## src/rtl/dadd_pkg.sv

```systemverilog
package dadd_pkg;

  typedef enum logic [1:0] {
    ST_OK       = 2'd0,
    ST_BAD_DATE = 2'd1,
    ST_ZERO     = 2'd2
  } status_t;

  typedef enum logic [2:0] {
    BK_IDLE,
    BK_STEP,
    BK_ZJ,
    BK_ZS,
    BK_RESULT
  } back_state_t;

  localparam logic [11:0] MAX_YEAR = 12'd2100;
  localparam logic [3:0]  MONTHS   = 4'd12;

  // leap year test; y / 100 by reciprocal multiply, exact for 12-bit years
  function automatic logic leap_of(input logic [11:0] y);
    logic [22:0] prod;
    logic [5:0]  q;
    logic [11:0] r;
    prod = 23'(y) * 23'(11'd1311);
    q    = prod[22:17];
    r    = y - 12'(13'(q) * 13'd100);
    return ((y[1:0] == 2'b00) && (r != 12'd0)) || ((r == 12'd0) && (q[1:0] == 2'b00));
  endfunction

  function automatic logic [4:0] month_len(input logic [3:0] m, input logic leap);
    logic [4:0] len;
    case (m)
      4'd2:                      len = leap ? 5'd29 : 5'd28;
      4'd4, 4'd6, 4'd9, 4'd11:   len = 5'd30;
      default:                   len = 5'd31;
    endcase
    return len;
  endfunction

  // (13 * (hm + 1)) / 5 with january and february counted as months 13 and 14
  function automatic logic [5:0] month_term(input logic [3:0] m);
    logic [5:0] t;
    case (m)
      4'd1:    t = 6'd36;
      4'd2:    t = 6'd39;
      4'd3:    t = 6'd10;
      4'd4:    t = 6'd13;
      4'd5:    t = 6'd15;
      4'd6:    t = 6'd18;
      4'd7:    t = 6'd20;
      4'd8:    t = 6'd23;
      4'd9:    t = 6'd26;
      4'd10:   t = 6'd28;
      4'd11:   t = 6'd31;
      default: t = 6'd33;
    endcase
    return t;
  endfunction

endpackage

```

## src/rtl/dadd_front.sv

```systemverilog
module dadd_front #(
  parameter int CNT_W = 16,
  parameter int DAY_W = CNT_W + 1
) (
  input  logic [4:0]       start_day,
  input  logic [3:0]       start_month,
  input  logic [11:0]      start_year,
  input  logic [15:0]      days_to_add,
  output dadd_pkg::status_t status,
  output logic [DAY_W-1:0] day,
  output logic [3:0]       month,
  output logic [11:0]      year,
  output logic             leap
);

  logic [CNT_W-1:0] n;
  logic             bad;

  always_comb begin
    n    = days_to_add[CNT_W-1:0];
    leap = dadd_pkg::leap_of(start_year);
    bad  = (start_year > dadd_pkg::MAX_YEAR) || (start_month == 4'd0) ||
           (start_month > dadd_pkg::MONTHS) || (start_day == 5'd0) ||
           (start_day > dadd_pkg::month_len(start_month, leap));
    month = start_month;
    year  = start_year;
    priority if (bad) begin
      status = dadd_pkg::ST_BAD_DATE;
      day    = DAY_W'(start_day);
    end else if (n == '0) begin
      status = dadd_pkg::ST_ZERO;
      day    = DAY_W'(start_day);
    end else begin
      status = dadd_pkg::ST_OK;
      day    = DAY_W'(start_day) + DAY_W'(n);
    end
  end

endmodule

```

## src/rtl/dadd_queue.sv

```systemverilog
module dadd_queue #(
  parameter int WIDTH = 36,
  parameter int DEPTH = 2
) (
  input  logic             clk,
  input  logic             rst,
  input  logic             push,
  input  logic [WIDTH-1:0] wdata,
  output logic             full,
  input  logic             pop,
  output logic [WIDTH-1:0] rdata,
  output logic             valid
);

  localparam int PW = (DEPTH > 1) ? $clog2(DEPTH) : 1;
  localparam int CW = $clog2(DEPTH + 1);

  logic [WIDTH-1:0] mem [DEPTH];
  logic [PW-1:0]    wptr, rptr;
  logic [CW-1:0]    count;
  logic             do_push, do_pop;

  assign full    = (count == CW'(DEPTH));
  assign valid   = (count != '0);
  assign do_push = push && !full;
  assign do_pop  = pop && valid;
  assign rdata   = mem[rptr];

  always_ff @(posedge clk) begin
    if (do_push) begin
      mem[wptr] <= wdata;
    end
  end

  always_ff @(posedge clk) begin
    if (rst) begin
      wptr  <= '0;
      rptr  <= '0;
      count <= '0;
    end else begin
      if (do_push) begin
        wptr <= (wptr == PW'(DEPTH - 1)) ? '0 : wptr + PW'(1);
      end
      if (do_pop) begin
        rptr <= (rptr == PW'(DEPTH - 1)) ? '0 : rptr + PW'(1);
      end
      count <= count + CW'(do_push) - CW'(do_pop);
    end
  end

endmodule

```

## src/rtl/dadd_back.sv

```systemverilog
module dadd_back #(
  parameter int DAY_W = 17
) (
  input  logic              clk,
  input  logic              rst,
  input  logic              q_valid,
  output logic              q_pop,
  input  dadd_pkg::status_t q_status,
  input  logic [DAY_W-1:0]  q_day,
  input  logic [3:0]        q_month,
  input  logic [11:0]       q_year,
  input  logic              q_leap,
  input  logic              pop,
  output logic              empty,
  output logic [1:0]        status,
  output logic [4:0]        new_day,
  output logic [3:0]        new_month,
  output logic [11:0]       new_year,
  output logic [2:0]        weekday
);

  dadd_pkg::back_state_t state, state_next;

  dadd_pkg::status_t st;
  logic [DAY_W-1:0]  day;
  logic [3:0]        m;
  logic [11:0]       y;
  logic              leap;
  logic [4:0]        len;
  logic              over;

  // weekday pipeline
  logic [11:0] zhy;
  logic [5:0]  zj;
  logic [5:0]  zmt;
  logic        zneg;
  logic [8:0]  zs;

  logic [11:0] hy;
  logic [22:0] jprod;
  logic [6:0]  k;
  logic [9:0]  s_sum;
  logic [20:0] qprod;
  logic [5:0]  q7;
  logic [2:0]  wd;

  logic out_valid;
  logic load_out;

  assign len   = dadd_pkg::month_len(m, leap);
  assign over  = (day > DAY_W'(len));
  assign q_pop = (state == dadd_pkg::BK_IDLE) && q_valid;
  assign empty = !out_valid;

  always_comb begin
    hy    = (m < 4'd3) ? y - 12'd1 : y;
    jprod = 23'(hy) * 23'(11'd1311);
    k     = 7'(zhy - 12'(13'(zj) * 13'd100));
    if (zneg) begin
      s_sum = 10'(day[4:0]) + 10'(zmt) + 10'd117;
    end else begin
      s_sum = 10'(day[4:0]) + 10'(zmt) + 10'(k) + 10'(k[6:2]) + 10'(zj[5:2]) +
              10'(zj) * 10'd5;
    end
    qprod = 21'(zs) * 21'(12'd2341);
    q7    = qprod[19:14];
    wd    = 3'(zs - 9'(q7) * 9'd7);
  end

  always_comb begin
    state_next = state;
    load_out   = 1'b0;
    unique case (state)
      dadd_pkg::BK_IDLE: begin
        if (q_valid) begin
          state_next = (q_status == dadd_pkg::ST_OK) ? dadd_pkg::BK_STEP
                                                     : dadd_pkg::BK_RESULT;
        end
      end
      dadd_pkg::BK_STEP: begin
        if (!over) begin
          state_next = dadd_pkg::BK_ZJ;
        end
      end
      dadd_pkg::BK_ZJ: state_next = dadd_pkg::BK_ZS;
      dadd_pkg::BK_ZS: state_next = dadd_pkg::BK_RESULT;
      dadd_pkg::BK_RESULT: begin
        if (!out_valid || pop) begin
          load_out   = 1'b1;
          state_next = dadd_pkg::BK_IDLE;
        end
      end
      default: state_next = dadd_pkg::BK_IDLE;
    endcase
  end

  always_ff @(posedge clk) begin
    if (rst) begin
      state     <= dadd_pkg::BK_IDLE;
      out_valid <= 1'b0;
    end else begin
      state <= state_next;
      if (load_out) begin
        out_valid <= 1'b1;
      end else if (pop) begin
        out_valid <= 1'b0;
      end
    end
  end

  always_ff @(posedge clk) begin
    if (q_pop) begin
      st   <= q_status;
      day  <= q_day;
      m    <= q_month;
      y    <= q_year;
      leap <= q_leap;
    end else begin
      // leap is registered from the year, so it trails a year change; only january sees the stale value
      leap <= dadd_pkg::leap_of(y);
      if (state == dadd_pkg::BK_STEP && over) begin
        day <= day - DAY_W'(len);
        if (m == dadd_pkg::MONTHS) begin
          m <= 4'd1;
          y <= y + 12'd1;
        end else begin
          m <= m + 4'd1;
        end
      end
    end
    if (state == dadd_pkg::BK_ZJ) begin
      zhy  <= hy;
      zj   <= jprod[22:17];
      zmt  <= dadd_pkg::month_term(m);
      zneg <= (m < 4'd3) && (y == 12'd0);
    end
    if (state == dadd_pkg::BK_ZS) begin
      zs <= s_sum[8:0];
    end
    if (load_out) begin
      status    <= st;
      new_day   <= day[4:0];
      new_month <= m;
      new_year  <= y;
      weekday   <= (st == dadd_pkg::ST_OK) ? wd : 3'd0;
    end
  end

endmodule

```

## src/rtl/calendar_date_add_days.sv

```systemverilog
// calendar date advance with weekday
//
// input channel: a request carries start_day, start_month, start_year and
// days_to_add; it is taken on a rising edge with push high and full low.
// result channel: while empty is low the oldest result sits on status,
// new_day, new_month, new_year and weekday; pop high takes it.
// status 0 is a good advance, 1 a bad starting date, 2 a zero day count;
// rejected requests echo the start date with weekday 0.
// only the low COUNT_WIDTH bits of days_to_add (at most 16) are counted.
// the back end takes one month step per month boundary crossed, then works
// out the weekday; rejected requests skip both and go straight to the result;
// up to roughly 2160 month steps for the largest count. one request is
// in the back end at a time, so throughput is set by that month-step loop.
// a two-entry queue sits between the checking front end and the back end,
// so up to two more requests are taken while one is worked on.
// when the receiver stalls the finished result holds in the output
// register and the back end waits with the next one ready.
// reset (rst, synchronous) empties the queue and the output; no clearing.
module calendar_date_add_days #(
  parameter int COUNT_WIDTH = 16
) (
  input  logic        clk,
  input  logic        rst,
  input  logic        push,
  output logic        full,
  input  logic [4:0]  start_day,
  input  logic [3:0]  start_month,
  input  logic [11:0] start_year,
  input  logic [15:0] days_to_add,
  input  logic        pop,
  output logic        empty,
  output logic [1:0]  status,
  output logic [4:0]  new_day,
  output logic [3:0]  new_month,
  output logic [11:0] new_year,
  output logic [2:0]  weekday
);

  // counted bits of the day count, and the width of day plus count
  localparam int CNT_W = (COUNT_WIDTH < 16) ? COUNT_WIDTH : 16;
  localparam int DAY_W = CNT_W + 1;
  // queue entry: status, day, month, year, leap flag of the start year
  localparam int QW    = 2 + DAY_W + 4 + 12 + 1;

  dadd_pkg::status_t f_status;
  logic [DAY_W-1:0]  f_day;
  logic [3:0]        f_month;
  logic [11:0]       f_year;
  logic              f_leap;

  logic [QW-1:0]     q_wdata, q_rdata;
  logic              q_valid, q_pop;
  dadd_pkg::status_t q_status;
  logic [DAY_W-1:0]  q_day;
  logic [3:0]        q_month;
  logic [11:0]       q_year;
  logic              q_leap;

  // front end checks the date and adds the count to the day
  dadd_front #(
    .CNT_W (CNT_W),
    .DAY_W (DAY_W)
  ) u_front (
    .start_day   (start_day),
    .start_month (start_month),
    .start_year  (start_year),
    .days_to_add (days_to_add),
    .status      (f_status),
    .day         (f_day),
    .month       (f_month),
    .year        (f_year),
    .leap        (f_leap)
  );

  assign q_wdata = {f_status, f_day, f_month, f_year, f_leap};

  // decoupling queue between front and back
  dadd_queue #(
    .WIDTH (QW),
    .DEPTH (2)
  ) u_queue (
    .clk   (clk),
    .rst   (rst),
    .push  (push),
    .wdata (q_wdata),
    .full  (full),
    .pop   (q_pop),
    .rdata (q_rdata),
    .valid (q_valid)
  );

  assign q_status = dadd_pkg::status_t'(q_rdata[QW-1 -: 2]);
  assign q_day    = q_rdata[QW-3 -: DAY_W];
  assign q_month  = q_rdata[16:13];
  assign q_year   = q_rdata[12:1];
  assign q_leap   = q_rdata[0];

  // back end walks month by month, then works out the weekday
  dadd_back #(
    .DAY_W (DAY_W)
  ) u_back (
    .clk       (clk),
    .rst       (rst),
    .q_valid   (q_valid),
    .q_pop     (q_pop),
    .q_status  (q_status),
    .q_day     (q_day),
    .q_month   (q_month),
    .q_year    (q_year),
    .q_leap    (q_leap),
    .pop       (pop),
    .empty     (empty),
    .status    (status),
    .new_day   (new_day),
    .new_month (new_month),
    .new_year  (new_year),
    .weekday   (weekday)
  );

endmodule

```

## config.mk

```make
export PLATFORM = sky130hd
export DESIGN_NAME = calendar_date_add_days
export DESIGN_NICKNAME = d
export VERILOG_FILES = /design/src/rtl/dadd_pkg.sv /design/src/rtl/dadd_front.sv /design/src/rtl/dadd_queue.sv /design/src/rtl/dadd_back.sv /design/src/rtl/calendar_date_add_days.sv
export SDC_FILE = /design/constraint.sdc
export NUM_CORES = 1
export LEC_CHECK = 0
export ABC_AREA = 1
export BUFFER_PORTS_ARGS = -buffer_cell sky130_fd_sc_hd__buf_2
export CELL_PAD_IN_SITES_DETAIL_PLACEMENT = 1
export CELL_PAD_IN_SITES_GLOBAL_PLACEMENT = 2
export CORE_MARGIN = 2
export CORE_UTILIZATION = 40
export CTS_CLUSTER_SIZE = 30
export DETAILED_ROUTE_END_ITERATION = 12
export GPL_TIMING_DRIVEN = 1
export PLACE_DENSITY = 0.88
export SLEW_MARGIN = 20
export SYNTH_ARGS = -nofsm -noshare
export SYNTH_HDL_FRONTEND = slang
export SYNTH_SLANG_ARGS = --single-unit
```

## constraint.sdc

```tcl
create_clock -name clk -period 10.23 [get_ports clk]
set_input_delay 0.5115 -clock clk [delete_from_list [all_inputs] [get_ports clk]]
set_output_delay 0.5115 -clock clk [all_outputs]
set_load 0.1 [all_outputs]
```

==> impl_metrics.tcl <==
set metrics [dict create \
    status "complete, no violations" \
    clkTransAtPathRegs_ns 0.07 \
    via_per_inst 5.027 \
    synthCells 2116 \
    firstDrtPassIters 5 \
    yosysWarnings 0 \
    via_count 14493 \
    grt_use_total_pct 19.05 \
    routabilityCongestion 0.8390 \
    post-route-period-util_pct 90.10 \
    cts_sinks 172 \
    register_area_um2 5065 \
    maxSlewViolCount 0 \
    cts_hold_buf 0 \
    wl_per_cell_um 16.54 \
    cts-resized-gates 0 \
    tightestPinTransition_ns 0.9376 \
    grt_pass1_wl_um 80310 \
    critPathCaptureType "flop" \
    dp.final_hpwl_um 39380 \
    clk_latency_ns 0.45 \
    antenna_found_initial 1 \
    synth_edf_count 162 \
    drtAntennaViolNets 0 \
    hold_violations 0 \
    drive_above_1_share_pct 7.372 \
    cts_tree "built" \
    skew_ns 0.01427 \
    core_area_um2 49860 \
    synth_top_area_share_pct 26.80 \
    clock-root-buffer "clkbuf_16" \
    synth.yosys.seq_area_share_pct 25.23 \
    synth_largest_area_cell "ha_1" \
    start_util_pct 40.26 \
    slowest_stage "fa_1" \
    fp-row-count 82 \
    dieArea_um2 51990 \
    synth_seq_cells 172 \
    grtUsageMet2_pct 33.94 \
    maxCapViolations 0 \
    die_y_um 228.0 \
    min_path_type "in2reg" \
    grt_util_met3_pct 2.538 \
    diodes 0 \
    synth.most_common_cell "inv_1" \
    areaGrowthSynthToFinish_pct 9.219 \
    worstPathRequired_ns 10.43 \
    synth_common_cells "inv_1 (467), ha_1 (430), nand2_1 (250), edfxtp_1 (162), fa_1 (162)" \
    setup_viol 0 \
    grt_pass1_vias 16060 \
    clockBufferDepth 2 \
    drc_errors 0 \
    synth-main-ff-cell "edfxtp_1" \
    syn-num-nets 2749 \
    synth_area_per_cell_um2 9.486 \
    io_buffers 68 \
    h-tree-depth 4 \
    max_stage_delay_ns 0.57 \
    rrSetupSlack_ns 1.93 \
    path_common_cell "nand2_1" \
    ys_types 53 \
    numCtsBuffers 17 \
    multi_input_area_um2 13170 \
    crit_type "in2reg" \
    relSlewSlack_pct 37.26 \
    min_period_ns 9.218 \
    ys_async_sr_fraction_pct 0 \
    cp_max_fo 16 \
    arrival_ns 9.42 \
    start_kind "input pin" \
    nFillCells 5801 \
    num_io_pins 69 \
    routed_wl_um 47690 \
    clock.fmax_mhz 108.5 \
    rsz0062_at_grt "no" \
    grt_overflow 0 \
    num-nets-final 2831 \
    fin_setup_tns_ns 0 \
    detail_route.iter0.violations 671 \
    cts_setup_buffers 0 \
    busiest_layer "met2" \
    grt_max_degree 39 \
    synthTopCellsByArea "ha_1 (27%), edfxtp_1 (24%), fa_1 (16%), inv_1 (8.7%), nand2_1 (4.7%)" \
    syn_area_um2 20070 \
    die_w_um 228.0 \
    grt_util_met1_pct 24.76 \
]
==> worst paths after layout <==
check	cells past startpoint	start	end
setup / recovery	43	start_year[4]	u_queue.mem[0][33]$_DFFE_PP_
hold / removal	2	rst	u_queue.count[0]$_SDFF_PP0_
setup reg to reg	29	u_back.y[9]$_DFFE_PP_	u_back.leap$_DFF_P_
hold reg to reg	1	u_queue.rptr$_SDFFE_PP0P_	flop
==> cell usage in the layout (no fill, tap or decap), types with 15 or more instances in the layout <==
cell type	Yosys	layout
nand3_1	65	65
nor3_1	15	15
inv_1	467	467
xnor2_1	28	28
nand2_1	250	250
nor2_1	125	121
buf_2	0	68
a21oi_1	111	111
edfxtp_1	162	162
fa_1	162	162
o21ai_0	57	55
ha_1	430	430
clkbuf_16	0	17
xor2_1	65	65
==> cell families (layout without fill, tap and decap cells) <==
| logic type | after synthesis | after routing | synth area share [%] |
|---|---|---|---|
| xor gates and xnor gates | 94 | 94 | 4.139 |
| AOI/OAI and AO/OA | 245 | 245 | 6.994 |
| and+or+nand+nor | 513 | 513 | 11.19 |
| muxes | 4 | 4 | 0.1995 |
| buffers and inverters | 496 | 591 | 9.288 |
| DFF | 172 | 172 | 25.23 |
| adders and majority gates | 592 | 592 | 42.96 |
==> through the flow <==
stage / hold WS (ns) / std cells / utilization, % / setup WS (ns) / cell area [um^2]
2_1_floorplan: 0.4174 / 2116 / - / 1.780 / 20070
3_3_place_gp: 0.4372 / 2849 / 42.70 / 0.9431 / 21290
3_5_place_dp: 0.4569 / 2849 / 42.70 / 0.6251 / 21290
4_1_cts: 0.2713 / 2881 / 43.88 / 1.056 / 21880
5_1_grt: 0.3039 / 2883 / 43.97 / 0.2604 / 21920
6_report: 0.2911 / 2883 / 43.97 / 1.012 / 21920
==> metal layers <==
layer,wire [um],up-vias
li1,-,7039
met1,21890,7222
met2,23900,181
met3,1309,51
met4,594,0
met5,0,-
==> sequential cells by signal, indices dropped and copies added, names as in the netlist, 2 cells and up, named ones only <==
| register | cells |
|---|---|
| u_back.y | 12 |
| u_back.state | 3 |
| u_back.status | 2 |
| u_back.new_year | 12 |
| u_back.day | 17 |
| u_back.new_month | 4 |
| u_back.st | 2 |
| u_queue.mem | 72 |
| u_back.m | 4 |
| u_back.new_day | 5 |
| u_back.zhy | 7 |
| u_back.zmt | 6 |
| u_back.weekday | 3 |
| u_back.zj | 6 |
| u_queue.count | 2 |
| u_back.zs | 9 |
==> area by class of cell <==
| cell class | instances | area share [%] |
|---|---|---|
| sequential | 172 | 23.10 |
| inverter | 478 | 8.195 |
| timing repair buffer | 81 | 2.112 |
| clock buffer | 18 | 1.958 |
| multi-input combinational | 1448 | 60.08 |
| clock inverter | 14 | 0.7134 |
| tap | 672 | 3.835 |
==> worst max-delay path: cells and delay by family <==
kind | cells | cell delay (ns)
simple gates | 18 | 2.46
buf+inv | 5 | 0.57
xor+xnor | 1 | 0.29
fa+ha+maj | 12 | 4.39
compound gates | 7 | 1.15
Power is left out: the tool's default activity adds up to more than one toggle a clock period on the data nets, which glitch-free logic cannot reach.
